$ cat src/rtl/amq_sqrt.sv
// ----------------------------------------------------------------------------
// amq_sqrt
// Floor square root, one root bit per cell, one word enters per cycle.
// ----------------------------------------------------------------------------
module amq_sqrt #(
  parameter int RAD_W  = 56,
  parameter int SIDE_W = 1
) (
  input  logic                 clk,
  input  logic                 rst_n,
  input  logic                 in_vld,
  input  logic [RAD_W-1:0]     in_rad,
  input  logic [SIDE_W-1:0]    in_side,
  output logic                 out_vld,
  output logic [RAD_W/2-1:0]   out_root,
  output logic [SIDE_W-1:0]    out_side
);
  localparam int STEPS = RAD_W / 2;
  localparam int REM_W = STEPS + 3;

  logic                vld_s  [0:STEPS];
  logic [RAD_W-1:0]    rad_s  [0:STEPS];
  logic [REM_W-1:0]    rem_s  [0:STEPS];
  logic [STEPS-1:0]    root_s [0:STEPS];
  logic [SIDE_W-1:0]   side_s [0:STEPS];

  assign vld_s[0]  = in_vld;
  assign rad_s[0]  = in_rad;
  assign rem_s[0]  = '0;
  assign root_s[0] = '0;
  assign side_s[0] = in_side;

  for (genvar k = 0; k < STEPS; k++) begin : g_cell
    logic              vld_r;
    logic [RAD_W-1:0]  rad_r;
    logic [REM_W-1:0]  rem_r;
    logic [STEPS-1:0]  root_r;
    logic [SIDE_W-1:0] side_r;
    logic [REM_W-1:0]  rem2;
    logic [REM_W-1:0]  trial;
    logic [REM_W-1:0]  rem_nxt;
    logic [STEPS-1:0]  root_nxt;

    always_comb begin
      rem2  = {rem_s[k][REM_W-3:0], rad_s[k][RAD_W-1 -: 2]};
      trial = {1'b0, root_s[k], 2'b01};
      if (rem2 >= trial) begin
        rem_nxt  = rem2 - trial;
        root_nxt = {root_s[k][STEPS-2:0], 1'b1};
      end else begin
        rem_nxt  = rem2;
        root_nxt = {root_s[k][STEPS-2:0], 1'b0};
      end
    end

    always_ff @(posedge clk) begin
      if (!rst_n) begin
        vld_r <= 1'b0;
      end else begin
        vld_r <= vld_s[k];
      end
    end

    always_ff @(posedge clk) begin
      rad_r  <= {rad_s[k][RAD_W-3:0], 2'b00};
      rem_r  <= rem_nxt;
      root_r <= root_nxt;
      side_r <= side_s[k];
    end

    assign vld_s[k+1]  = vld_r;
    assign rad_s[k+1]  = rad_r;
    assign rem_s[k+1]  = rem_r;
    assign root_s[k+1] = root_r;
    assign side_s[k+1] = side_r;
  end

  assign out_vld  = vld_s[STEPS];
  assign out_root = root_s[STEPS];
  assign out_side = side_s[STEPS];

endmodule

$ cat config.mk
export PLATFORM = sky130hd
export DESIGN_NAME = amq_sqrt
export DESIGN_NICKNAME = d
export VERILOG_FILES = /design/src/rtl/amq_sqrt.sv
export SDC_FILE = /design/constraint.sdc
export NUM_CORES = 2
export LEC_CHECK = 0
export BUFFER_PORTS_ARGS = -buffer_cell sky130_fd_sc_hd__buf_2
export CAP_MARGIN = 30
export CORE_MARGIN = 2
export CORE_UTILIZATION = 35
export DETAILED_ROUTE_END_ITERATION = 10
export PLACE_DENSITY = 0.53
export SYNTH_ARGS = -nofsm -noshare
export SYNTH_HDL_FRONTEND = slang
export SYNTH_SLANG_ARGS = --single-unit
$ cat constraint.sdc
create_clock -name clk -period 4.5 [get_ports clk]
set_input_delay 0.45 -clock clk [delete_from_list [all_inputs] [get_ports clk]]
set_output_delay 0.45 -clock clk [all_outputs]
set_load 0.05 [all_outputs]
**Word level (Yosys, flattened, before mapping)**

Cells that the tools add are included.

- Register bits after elaboration: 1,975
- Word-level logic and storage cells: 249

- Add/subtract/negate cells: 27
- Magnitude comparators: 28
- Multiplexer cells: 55

Operator list:

| cell | number |
|---|---|
| $mux 29 | 26 |
| $ge 31x10->1 | 1 |
| $ge 31x11->1 | 1 |
| $ge 31x12->1 | 1 |
| $ge 31x13->1 | 1 |
| $ge 31x14->1 | 1 |
| $ge 31x15->1 | 1 |
| $ge 31x16->1 | 1 |
| $ge 31x17->1 | 1 |
| $ge 31x18->1 | 1 |
| $ge 31x19->1 | 1 |
| $ge 31x20->1 | 1 |
| $ge 31x21->1 | 1 |
| $ge 31x22->1 | 1 |
| $ge 31x23->1 | 1 |
| $ge 31x24->1 | 1 |
| $ge 31x25->1 | 1 |
| $ge 31x26->1 | 1 |
| $ge 31x27->1 | 1 |
| $ge 31x28->1 | 1 |
| $ge 31x29->1 | 1 |
| $ge 31x3->1 | 1 |
| $ge 31x4->1 | 1 |
| $ge 31x5->1 | 1 |
| other kinds (34) | 61 |

**Depth between registers and ports, before layout**

- Depth in word-level cells: 2
- Depth in mapped cells: 14
- Mapped depth without buffers: 13

**Worst setup path after synthesis**

Ideal clock, no wire load.

- Kind: flip-flop to flip-flop
- Start point: register g_cell[15].root_r[0]
- End point: register g_cell[16].rem_r[22]
- Library setup time: 72 ps
- Arrival: 3,121 ps
- Data required time: 4,428 ps
- Setup slack: 1,307 ps
- Stages on the path, launching flop included: 13
- Buffers on the path: 1
- Period minus slack after synthesis: 3,193 ps
- Cells stage by stage: dfxtp_1 inv_1 ha_1 o21a_1 o21ai_1 a31o_2 o31a_1 or4_1 o31a_1 buf_2 a2111o_1 nor4b_2 xor2_1

- Longest elaborated chain between the ends: 2
- Elaborated cells on any way between the ends: 3

Ends and longest elaborated chain:

| item | RTL line | text |
|---|---|---|
| from (decl) | 37 | `logic [STEPS-1:0] root_r;` |
| from (signal assigned) | 67 | `root_r <= root_nxt;` |
| $sub 29x18->29 / $ge 31x18->1 (equally long branches) | 48, 47 |  |
| $mux 29 (*) | 47 | `if (rem2 >= trial) begin` |
| named net g_cell[16].rem_nxt[22] | 41 | `logic [REM_W-1:0] rem_nxt;` |
| to (signal assigned) | 66 | `rem_r <= rem_nxt;` |
| to (decl) | 36 | `logic [REM_W-1:0] rem_r;` |

The timed path passes the listed nets; every way through them passes the cells marked *.
A chain may end at the register's enable or synchronous reset.

**Worst setup path in the final report**

- Start point: register g_cell[23].root_r[5]
- End point: register g_cell[24].rem_r[28]

- Longest elaborated chain between the ends: 2
- Elaborated cells on any way between the ends: 3

Ends and longest elaborated chain:

| item | RTL line |
|---|---|
| from (decl) | 37 |
| from (signal assigned) | 67 |
| $sub 29x26->29 / $ge 31x26->1 (equally long branches) | 48, 47 |
| $mux 29 (*) | 47 |
| named net g_cell[24].rem_nxt[28] | 41 |
| to (signal assigned) | 66 |
| to (decl) | 36 |

Marked as above.

==> metrics.txt <==
P&R area growth vs syn=16.10%; register area share after synthesis=55.21%; maximum number of pins on one net before global-route repair=45; share of layout cells above drive strength 1=8.439%; crit-path max FO=6; global-route wire length before repair=242.3 mm; CP Data Arrival Time=4.56 ns; post-synth cell types=90; Syn Nets=7,427; Tmin final=3.874 ns; Setup Total Neg Slack=0 ns; vias in the first global route=46,703; fin nets=7,686; Main synth FF type=dfxtp_1; metal1 wirelength=70.92 mm; dpl ws=0.8168 ns; antenna violations before repair=2; synthesis-stage register bit count=1,961; Starting Density=35.18%; PwrDens=570.0 nW/µm²; Port-buffer cells=89; 1st-iter DRT viols=2,533; Min-Delay Path Depth=2; final hold violations=0; final setup margin=0.6257 ns; Area contributors post-synth=dfxtp_1 (55%), ha_1 (7.7%), xnor2_1 (3.9%); Synth top area share=55.21%; CP Capture Type=register; WS Path Type=register to register; count leader, synth=dfxtp_1; GR Overflow Total=0; Antenna Nets Post-Route=0; DRC=0; Via Count=47,515; wire length on met2=69.96 mm; TritonCTS clock tree=yes; relative max-transition margin=35.80%; CTS buffer count=201; post-CTS sizing=0; GRT Util Overall=14.38%; max layer used=met4; peak supply drop=0.0004051 V; drt total wl=151.2 mm; Post-CTS Setup Inserts=0; clock skew=0.05026 ns; Final period util=86.10%; Site Rows=165; cell taking the most area after synthesis=dfxtp_1; Final setup viols=0; # IOs=90; Worst Hold Class=input pin to register; worst slew pin tran=0.9557 ns; maximum buffer depth of the clock tree=3; Chip Width=454.7 µm; warnings from Yosys=0; Clock Sinks=1,961; drt pass-1 iters=6; fin. max-slew vios=0; CTS Hold Bufs=60; Clock Pin Slew Worst Setup and Hold Paths=0.06 ns; Post-synth top cells=dfxtp_1 (1,961), inv_1 (540), nand2_1 (454), ha_1 (436), a21oi_1 (418); routability cong.=0.8383; Via density=4.736; Total Power=0.04706 W; H-tree levels=4; WL met3=6.021 mm; Post-synth ARST share=0%; Critical Path RT=5.18 ns; Max-Cap Viols=0; post-DP HPWL=113.4 mm; Avg Cell Area, Syn=10.26 µm²; die area=206,800 µm²; Die Span Y=454.7 µm; Root Buffer Master=clkbuf_16; EDFF count, synth=0; Leakage=38.39 nW; outcome=complete, no violations; CP Launch Type=register; unrepaired setup endpoints after global routing=no; Mapped Area=71,110 µm²; fill count=19,504; clk_lat worst skew=0.84 ns; Worst Reg-to-Reg Cells=10; Mapped Cells=6,931; core area=202,100 µm²; Fmax=258.1 MHz; wire length per cell=15.07 µm
per-layer routing:
metal  up-vias  global-route usage (%)
li1      24260                       -
met1     22137                   18.65
met2       838                   24.07
met3       280                   2.569
met4         0                   4.832
met5         -                       0
registers in the layout, indices dropped and copies added (netlist names):
register,count
out_side,1
g_cell.side_r,27
g_cell.rad_r,756
g_cell.root_r,378
g_cell.vld_r,27
g_cell.rem_r,743
out_vld,1
out_root,28
through the flow:
step | hold slack (ns) | util [%] | cells | cell area, µm²
after floorplan | 0.3096 | - | 6931 | 71110
after global placement | 0.3095 | 36.99 | 9596 | 74760
after detailed placement | 0.3121 | 37.01 | 9598 | 74790
after CTS | 0.1509 | 40.84 | 10030 | 82550
after global routing | 0.1800 | 40.85 | 10033 | 82560
final | 0.2430 | 40.85 | 10033 | 82560
worst max-delay path, cell delays in order, from the launching register on:
cell and delay [ns]:
dfxtp_1 0.33, inv_1 0.05, ha_1 0.34, a2111oi_0 0.59, a221oi_1 0.33, a2111oi_0 0.72
o21ai_0 0.34, a21oi_1 0.31, o31ai_1 0.15, nor4_1 0.23, mux2_2 0.37
logic make-up (layout without fill, tap and decap cells):
logic type | Yosys count | count (layout) | share of synthesized area, %
AOI/OAI and AO/OA | 1388 | 1388 | 12.19
xor gates and xnor gates | 617 | 617 | 7.599
adders and majority gates | 436 | 436 | 7.671
buffers and inverters | 678 | 1106 | 3.600
DFF | 1961 | 1961 | 55.21
muxes | 71 | 71 | 1.108
other | 1 | 3 | 0.005273
and+or+nand+nor | 1779 | 1779 | 12.62
placed cells by master, fill, tap and decap left out, drive strengths merged, types with 34 or more instances in the layout:
| master | Yosys | final |
|---|---|---|
| a211oi | 34 | 34 |
| a21o | 190 | 190 |
| a21oi | 418 | 418 |
| a31oi | 42 | 42 |
| and2 | 57 | 57 |
| buf | 21 | 132 |
| clkbuf | 115 | 285 |
| clkinv | 1 | 45 |
| dfxtp | 1961 | 1961 |
| dlygate4sd3 | 0 | 60 |
| ha | 436 | 436 |
| inv | 541 | 548 |
| mux2 | 62 | 62 |
| nand2 | 454 | 454 |
| nand2b | 80 | 80 |
| nand3 | 110 | 110 |
| nand4 | 69 | 69 |
| nor2 | 402 | 402 |
| nor2b | 56 | 56 |
| nor3 | 172 | 172 |
| nor4 | 86 | 86 |
| o21a | 82 | 82 |
| o21ai | 351 | 351 |
| o21bai | 35 | 35 |
| o31ai | 51 | 51 |
| or2 | 42 | 42 |
| or3 | 75 | 75 |
| or4 | 54 | 54 |
| xnor2 | 315 | 315 |
| xor2 | 302 | 302 |
area by class of cell:
| type | count | area [µm²] | area share, % |
|---|---|---|---|
| flip-flops and latches | 1961 | 39260 | 47.55 |
| multi-input cells | 4292 | 29370 | 35.57 |
| clock buffers | 285 | 5766 | 6.983 |
| well taps | 2672 | 3343 | 4.049 |
| inverters | 542 | 2034 | 2.464 |
| repair buffers | 192 | 1399 | 1.694 |
| clock inverters | 87 | 1391 | 1.685 |
| diodes | 2 | 5.005 | 0.006062 |
final timing paths:
kind                   startpoint              endpoint  slack, ns
min                     in_rad[1]    g_cell[0].rad_r[3]       0.24
max          g_cell[23].root_r[5]  g_cell[24].rem_r[28]       0.63
min reg2reg  g_cell[13].rad_r[51]  g_cell[14].rad_r[53]       0.30
max reg2reg  g_cell[23].root_r[5]  g_cell[24].rem_r[28]       0.63
power breakdown:
group | leakage, nW | internal [W] | switching [W] | total [W]
clock | 3.47 | 0.0104 | 0.00701 | 0.0174
combinational | 18.5 | 0.00333 | 0.00404 | 0.00737
sequential | 16.4 | 0.0201 | 0.00209 | 0.0222
total | 38.4 | 0.0339 | 0.0131 | 0.0471
Power figures use the tool's default switching activity.
