[config.mk]
export PLATFORM = sky130hd
export DESIGN_NAME = amq_div
export DESIGN_NICKNAME = d
export VERILOG_FILES = /design/src/rtl/amq_pkg.sv /design/src/rtl/amq_div.sv
export SDC_FILE = /design/constraint.sdc
export NUM_CORES = 2
export LEC_CHECK = 0
export BUFFER_PORTS_ARGS = -buffer_cell sky130_fd_sc_hd__buf_4
export CELL_PAD_IN_SITES_DETAIL_PLACEMENT = 1
export CELL_PAD_IN_SITES_GLOBAL_PLACEMENT = 2
export CORE_UTILIZATION = 40
export DETAILED_ROUTE_END_ITERATION = 10
export PLACE_DENSITY_LB_ADDON = 0.1
export SYNTH_ARGS = -nofsm -noshare
export SYNTH_HDL_FRONTEND = slang
export SYNTH_SLANG_ARGS = --single-unit
[constraint.sdc]
create_clock -name clk -period 4 [get_ports clk]
set_clock_uncertainty 0.15 [all_clocks]
set_input_delay 0.6 -clock clk [delete_from_list [all_inputs] [get_ports clk]]
set_output_delay 0.6 -clock clk [all_outputs]
set_load 0.02 [all_outputs]
[src/rtl/amq_pkg.sv]
// ----------------------------------------------------------------------------
// amq_pkg
// Shared types, widths and the arctangent table for the attitude pipeline.
// ----------------------------------------------------------------------------
package amq_pkg;

  localparam int CORDIC_STAGES_DEF = 16;

  localparam int VEC_W     = 50;
  localparam int ANG_W     = 33;
  localparam int TRIG_W    = 33;
  localparam int RES_W     = 34;
  localparam int PROD_W    = 34;
  localparam int NORM_BIT  = 45;
  localparam int NORM_STEPS = 6;
  localparam int DIV_W     = 50;
  localparam int DEN_W     = 33;
  localparam int QUO_W     = 17;

  localparam logic signed [TRIG_W-1:0] CORDIC_GAIN = 33'sh026DD3B6A;
  localparam logic [31:0]              BA_HALF     = 32'h8000_0000;
  localparam logic signed [RES_W-1:0]  RES_QUARTER = 34'sh040000000;
  localparam logic signed [RES_W-1:0]  RES_HALF    = 34'sh080000000;

  typedef struct packed {
    logic signed [15:0] accel_x;
    logic signed [15:0] accel_y;
    logic signed [15:0] accel_z;
    logic signed [15:0] mag_x;
    logic signed [15:0] mag_y;
    logic signed [15:0] mag_z;
  } in_word_t;

  typedef struct packed {
    logic signed [15:0] quat_w;
    logic signed [15:0] quat_x;
    logic signed [15:0] quat_y;
    logic signed [15:0] quat_z;
  } out_word_t;

  // atan(2^-i) as a binary angle, 2^32 per turn
  function automatic logic [31:0] atan_ba(input int unsigned i);
    case (i)
      0:  atan_ba = 32'h20000000;
      1:  atan_ba = 32'h12E4051E;
      2:  atan_ba = 32'h09FB385B;
      3:  atan_ba = 32'h051111D4;
      4:  atan_ba = 32'h028B0D43;
      5:  atan_ba = 32'h0145D7E1;
      6:  atan_ba = 32'h00A2F61E;
      7:  atan_ba = 32'h00517C55;
      8:  atan_ba = 32'h0028BE53;
      9:  atan_ba = 32'h00145F2F;
      10: atan_ba = 32'h000A2F98;
      11: atan_ba = 32'h000517CC;
      12: atan_ba = 32'h00028BE6;
      13: atan_ba = 32'h000145F3;
      14: atan_ba = 32'h0000A2FA;
      15: atan_ba = 32'h0000517D;
      16: atan_ba = 32'h000028BE;
      17: atan_ba = 32'h0000145F;
      18: atan_ba = 32'h00000A30;
      19: atan_ba = 32'h00000518;
      20: atan_ba = 32'h0000028C;
      21: atan_ba = 32'h00000146;
      22: atan_ba = 32'h000000A3;
      default: atan_ba = 32'h00000051;
    endcase
  endfunction

endpackage

[src/rtl/amq_div.sv]
// ----------------------------------------------------------------------------
// amq_div
// Restoring divider, one quotient bit per cell, with an overflow flag.
// ----------------------------------------------------------------------------
module amq_div #(
  parameter int SIDE_W = 1
) (
  input  logic                          clk,
  input  logic                          rst_n,
  input  logic                          in_vld,
  input  logic [amq_pkg::DIV_W-1:0]     in_num,
  input  logic [amq_pkg::DEN_W-1:0]     in_den,
  input  logic [SIDE_W-1:0]             in_side,
  output logic                          out_vld,
  output logic [amq_pkg::QUO_W-1:0]     out_quo,
  output logic                          out_ovf,
  output logic [SIDE_W-1:0]             out_side
);
  localparam int DW = amq_pkg::DIV_W;
  localparam int NW = amq_pkg::DEN_W;
  localparam int QW = amq_pkg::QUO_W;

  logic              vld_s  [0:QW];
  logic [DW-1:0]     rem_s  [0:QW];
  logic [NW-1:0]     den_s  [0:QW];
  logic [QW-1:0]     quo_s  [0:QW];
  logic              ovf_s  [0:QW];
  logic [SIDE_W-1:0] side_s [0:QW];

  logic              p_vld_r;
  logic [DW-1:0]     p_rem_r;
  logic [NW-1:0]     p_den_r;
  logic              p_ovf_r;
  logic [SIDE_W-1:0] p_side_r;

  always_ff @(posedge clk) begin
    if (!rst_n) begin
      p_vld_r <= 1'b0;
    end else begin
      p_vld_r <= in_vld;
    end
  end

  always_ff @(posedge clk) begin
    p_rem_r  <= in_num;
    p_den_r  <= in_den;
    p_ovf_r  <= (in_num >= (DW'(in_den) << QW));
    p_side_r <= in_side;
  end

  assign vld_s[0]  = p_vld_r;
  assign rem_s[0]  = p_rem_r;
  assign den_s[0]  = p_den_r;
  assign quo_s[0]  = '0;
  assign ovf_s[0]  = p_ovf_r;
  assign side_s[0] = p_side_r;

  for (genvar j = 0; j < QW; j++) begin : g_cell
    localparam int K = QW - 1 - j;
    logic              vld_r;
    logic [DW-1:0]     rem_r, sub;
    logic [NW-1:0]     den_r;
    logic [QW-1:0]     quo_r;
    logic              ovf_r;
    logic [SIDE_W-1:0] side_r;
    logic              fit;

    always_comb begin
      sub = DW'(den_s[j]) << K;
      fit = (rem_s[j] >= sub);
    end

    always_ff @(posedge clk) begin
      if (!rst_n) begin
        vld_r <= 1'b0;
      end else begin
        vld_r <= vld_s[j];
      end
    end

    always_ff @(posedge clk) begin
      rem_r  <= fit ? (rem_s[j] - sub) : rem_s[j];
      quo_r  <= {quo_s[j][QW-2:0], fit};
      den_r  <= den_s[j];
      ovf_r  <= ovf_s[j];
      side_r <= side_s[j];
    end

    assign vld_s[j+1]  = vld_r;
    assign rem_s[j+1]  = rem_r;
    assign den_s[j+1]  = den_r;
    assign quo_s[j+1]  = quo_r;
    assign ovf_s[j+1]  = ovf_r;
    assign side_s[j+1] = side_r;
  end

  assign out_vld  = vld_s[QW];
  assign out_quo  = quo_s[QW];
  assign out_ovf  = ovf_s[QW];
  assign out_side = side_s[QW];

endmodule

* Yosys cells after proc, flatten, opt, wreduce, memory -nomap -nowiden
Index checks and enable logic that the tools add are counted.
** Storage, ports and cells
- RAM bits :: 0
- Register bits :: 1618
- Output and inout port bits :: 20
- Bits in read-only memories :: 0
- Bits in latches :: 0
- Memories :: 0
- Input bits :: 87
** Operators by class
- Reductions and logical operators :: 0
- Multipliers :: 0
- Bitwise gates (word level) :: 0
- Shifts and indexed selects :: 0
- Equal/unequal tests :: 0
- Div/mod/pow operators :: 0
- $lt $le $gt $ge :: 18
- Multiplexer cells :: 16
- $add $sub $neg :: 16
** Operators by type and width (number)
- 50-bit 2-to-1 mux :: 16
- 50-bit by 33-bit greater-or-equal comparator with 1-bit output :: 1
- 50-bit by 34-bit greater-or-equal comparator with 1-bit output :: 1
- 50-bit by 35-bit greater-or-equal comparator with 1-bit output :: 1
- 50-bit by 36-bit greater-or-equal comparator with 1-bit output :: 1
- 50-bit by 37-bit greater-or-equal comparator with 1-bit output :: 1
- 50-bit by 38-bit greater-or-equal comparator with 1-bit output :: 1
- 50-bit by 39-bit greater-or-equal comparator with 1-bit output :: 1
- 50-bit by 40-bit greater-or-equal comparator with 1-bit output :: 1
- 50-bit by 41-bit greater-or-equal comparator with 1-bit output :: 1
- 50-bit by 42-bit greater-or-equal comparator with 1-bit output :: 1
- 50-bit by 43-bit greater-or-equal comparator with 1-bit output :: 1
- 50-bit by 44-bit greater-or-equal comparator with 1-bit output :: 1
- 50-bit by 45-bit greater-or-equal comparator with 1-bit output :: 1
- 50-bit by 46-bit greater-or-equal comparator with 1-bit output :: 1
- 50-bit by 47-bit greater-or-equal comparator with 1-bit output :: 1
- 50-bit by 48-bit greater-or-equal comparator with 1-bit output :: 1
- 50-bit by 49-bit greater-or-equal comparator with 1-bit output :: 1
- 50-bit greater-or-equal comparator :: 1
- 50-bit by 34-bit subtractor with 50-bit output :: 1
- 50-bit by 35-bit subtractor with 50-bit output :: 1
- 50-bit by 36-bit subtractor with 50-bit output :: 1
- 50-bit by 37-bit subtractor with 50-bit output :: 1
- 50-bit by 38-bit subtractor with 50-bit output :: 1
- 11 further kinds :: 11

* Longest topological paths before layout
- Depth after elaboration :: 2
- Depth in mapped cells :: 16
- Mapped depth without buffers :: 14

* Least setup slack after synthesis
OpenSTA, ideal clock, no wires.
- Path type :: reg2reg
- From :: register g_cell[8].rem_r[7]
- To :: register g_cell[9].rem_r[49]
- Path slack :: 341 ps
- Stages on the path, launching flop included :: 15
- Arrival :: 3391 ps
- Cells stage by stage :: dfxtp_1 inv_1 ha_1 inv_1 fa_1 a211oi_1 o21ai_0 a2111oi_0 o31ai_1 a21oi_1 o21ai_0 a221o_1 a211oi_2 nand3_1 xnor2_1
** On the way
- Longest elaborated chain between the ends :: 2
** RTL lines
- from (decl) :: RTL line amq_div.sv:61 : logic [DW-1:0] rem_r, sub;
- from (signal assigned) :: RTL line amq_div.sv:82 : rem_r <= fit ? (rem_s[j] - sub) : rem_s[j];
- 50-bit by 40-bit subtractor with 50-bit output / 50-bit by 40-bit greater-or-equal comparator with 1-bit output (equally long branches) :: RTL line amq_div.sv:82, amq_div.sv:70
- 50-bit 2-to-1 mux * :: RTL line amq_div.sv:82
- to (signal assigned) :: RTL line amq_div.sv:82
- to (decl) :: RTL line amq_div.sv:61
Every way passes the cells marked *; elsewhere a longest branch is shown, timed or not.
A chain may end at the register's enable or synchronous reset.

* Worst setup path after layout
- From :: register g_cell[12].rem_r[38]
- To :: register g_cell[13].rem_r[4]
** On the way
- Longest elaborated chain between the ends :: 2
** RTL lines
- from (decl) :: RTL line amq_div.sv:61
- from (signal assigned) :: RTL line amq_div.sv:82
- 50-bit by 36-bit greater-or-equal comparator with 1-bit output :: RTL line amq_div.sv:70 : fit = (rem_s[j] >= sub);
- 50-bit 2-to-1 mux :: RTL line amq_div.sv:82
- to (signal assigned) :: RTL line amq_div.sv:82
- to (decl) :: RTL line amq_div.sv:61
No other way between the ends.

==> impl_metrics.tcl <==
set metrics [dict create \
    yosysTopAreaCellShare_pct 44.5 \
    synth_area_leader_cell "dfxtp_1" \
    die_y_um 429 \
    die_w_um 429 \
    synthArstFlopShare_pct 0 \
    layout_min_cycle_time_ps 3890 \
    slew_viol_final 0 \
    crit_type "reg2reg" \
    place_area_sq_um 79400 \
    hpwlAfterDp_um 169000 \
    place_ws_ps -442 \
    drt-total-wl_um 208000 \
    fp.coreArea_sq_um 181000 \
    p_per_area_nw_per_um2 848 \
    grt_pass1_wl_um 329000 \
    synth_nets 8721 \
    drv_cap 0 \
    dr.pass1.iters 5 \
    multi_input_area_sq_um 37000 \
    die_area_sq_um 184000 \
    pin_count 107 \
    ys_top_cells_by_count "dfxtp_1 (1618), inv_1 (758), nand2_1 (708), a21oi_1 (655), o21ai_0 (617)" \
    clock_sinks 1618 \
    numCtsBuffers 182 \
    port_buffers 106 \
    grtUsageTotal_pct 22.5 \
    drtIter0Drc 1921 \
    avgRoutedWirePerCell_um 18.6 \
    nFillCells 20600 \
    gp_congestion 0.957 \
    route.vias.total 57500 \
    finalNetCount 9340 \
    tightest_slew_ps 911 \
    crit_path_max_fanout 66 \
    worst_setup_path_start_kind "register" \
    setup_violations 0 \
    status "finished, final reports clean" \
    maxClockFrequency_ghz 0.257 \
    insertion_delay_ps 820 \
    clk_pin_slew_worst_paths_ps 60 \
    p_leak_nw 39.3 \
    crit_arrival_ps 4440 \
    design_area_sq_um 86800 \
    drive_gt1_share_pct 12.0 \
    holdCritStartpoint "g_cell[14].ovf_r" \
    timing.slew.headroom_pct 38.9 \
    ys_ff_latch 1618 \
    viasPerCell 5.15 \
    synthTopCellsByArea "dfxtp_1 (45%), ha_1 (10%), a21oi_1 (4.5%), o21ai_0 (4.2%), inv_1 (3.9%)" \
    syn_to_final_growth_pct 19.3 \
    required_ps 4550 \
    yosys.cell_types.count 89 \
    critPathLaunch "g_cell[12].rem_r[38]" \
    slowest_stage "or4_1" \
    cts_root_buffer "clkbuf_16" \
    ant_nets 0 \
    ir_worst_vdd_mv 0.402 \
    grt_pass1_vias 62700 \
    start_util_pct 40.3 \
    syn_avg_cell_area_sq_um 9.07 \
    cts_tree "yes" \
    fin_ws_ps 105 \
    final_hold_viol_count 0 \
    final_cells 11200 \
    cpPeakStageDelay_ps 590 \
    ys.flop_type "dfxtp_1" \
    period_share_pct 97.4 \
    drc 0 \
    fp-row-count 156 \
    placedCellCount 10700 \
    synth_cells 8024 \
    cts_max_path_buffers 3 \
    path_cells "or4_1, or3_4, or3b_1, or3_1, a31oi_1, nand2b_1, a31oi_4, buf_12, mux2_2" \
    endpoint_kind "register" \
    htreeDepth 4 \
    synth_area_sq_um 72800 \
    r2r-start "g_cell[12].rem_r[38]" \
    grt_max_degree 67 \
    synth-seq-area-share_pct 44.5 \
    ff_latch_area_sq_um 32400 \
    antenna_found_initial 1 \
    hold_path.class "reg2reg" \
    grt_remaining_overflow 0 \
    synth_edf_count 0 \
    synth_most_common_cell "dfxtp_1" \
    yosysWarnings 0 \
]
-- worst paths after layout --
| path | to | slack, ps | cells after the start |
|---|---|---|---|
| worst max-delay path | g_cell[13].rem_r[4] | 110 | 9 |
| worst min-delay path | g_cell[15].ovf_r | 170 | 0 |
| worst max register to register | g_cell[13].rem_r[4] | 110 | 9 |
| worst min register to register | g_cell[15].ovf_r | 170 | 0 |
-- report_power, final --
part | switching (W) | internal, W
registers | 0.00272 | 0.0206
clock network | 0.00686 | 0.0102
logic | 0.0186 | 0.0146
total | 0.0282 | 0.0454
-- what timing repair did --
item	CTS	global route
hold buffers	87	0
endpoints found under the hold margin	103	0
setup endpoints to repair	96	93
pin swaps	5	8
gates resized for setup	17	28
buffers inserted	0	2
-- placed cells by master (no fill, tap or decap), types with 37 or more instances in the layout --
cell type | netlist | routed
a211oi_1 | 56 | 51
a21o_1 | 307 | 307
a21oi_1 | 655 | 647
a31oi_1 | 61 | 58
and2_1 | 44 | 44
and3_1 | 50 | 49
buf_4 | 1 | 552
clkbuf_1 | 179 | 37
clkbuf_16 | 0 | 182
clkbuf_8 | 0 | 45
dfxtp_1 | 1618 | 1618
dlygate4sd3_1 | 0 | 87
ha_1 | 594 | 594
inv_1 | 758 | 758
mux2_2 | 77 | 77
nand2_1 | 708 | 708
nand2b_1 | 75 | 74
nand3_1 | 119 | 119
nand4_1 | 121 | 121
nor2_1 | 416 | 415
nor2b_1 | 55 | 55
nor3_1 | 124 | 122
nor4_1 | 75 | 68
o21a_1 | 71 | 70
o21ai_0 | 617 | 614
o21bai_1 | 93 | 93
o31ai_1 | 52 | 49
or3_1 | 42 | 41
xnor2_1 | 308 | 308
xor2_1 | 283 | 283
-- cell families after synthesis --
family                     after synthesis  synth area share [%]
and+or+nand+nor                       1985                  13.2
AOI/OAI and AO/OA                     2159                  18.2
xor gates and xnor gates               591                  7.11
adders and majority gates              610                  10.7
buffers and inverters                  976                  5.08
muxes                                   85                  1.30
DFF                                   1618                  44.5
-- registers in the layout, summed over array words and instances, names as in the netlist, 16 cells and up --
name           count
out_quo           17
p_den_r           33
g_cell.quo_r     136
g_cell.rem_r     800
p_rem_r           50
g_cell.ovf_r      16
g_cell.vld_r      16
g_cell.side_r     16
g_cell.den_r     528
-- worst max-delay path: cells and delay by family (launching register included) --
family	cells	cell delay, ps
AND/OR/NAND/NOR	5	1990
multiplexers	1	370
AO/OA/AOI/OAI	2	550
flip-flops	1	360
buffers and inverters	1	270
-- per-stage QoR --
stage	hold WS [ps]	utilization, %	TNS [ps]	power, W
after floorplan	160	-	0	0.0456
after global placement	160	43.9	-33400	0.0560
final	173	48.0	0	0.0736
after CTS	176	47.9	0	0.0743
after detailed placement	163	43.9	-7350	0.0566
after global routing	166	48.0	-14.7	0.0790
-- layer usage --
layer  global-route usage [%]  up-vias  part of all wire [%]
met3                     2.68      528                   2.0
met5                        0        -                     0
met1                     20.2    27300                    35
met2                     45.8      718                    56
li1                         -    29000                     -
met4                     15.3        0                   7.5
-- area by class of cell --
type,instances,share of cell area (%)
Clock buffer,264,6.12
Clock inverter,69,1.15
Antenna cell,4,0.0115
Multi-Input combinational cell,5430,42.6
Inverter,758,3.28
Timing Repair Buffer,653,6.09
Sequential cell,1618,37.3
Tap cell,2370,3.42
Note: power is estimated with default switching activity, not from simulation.
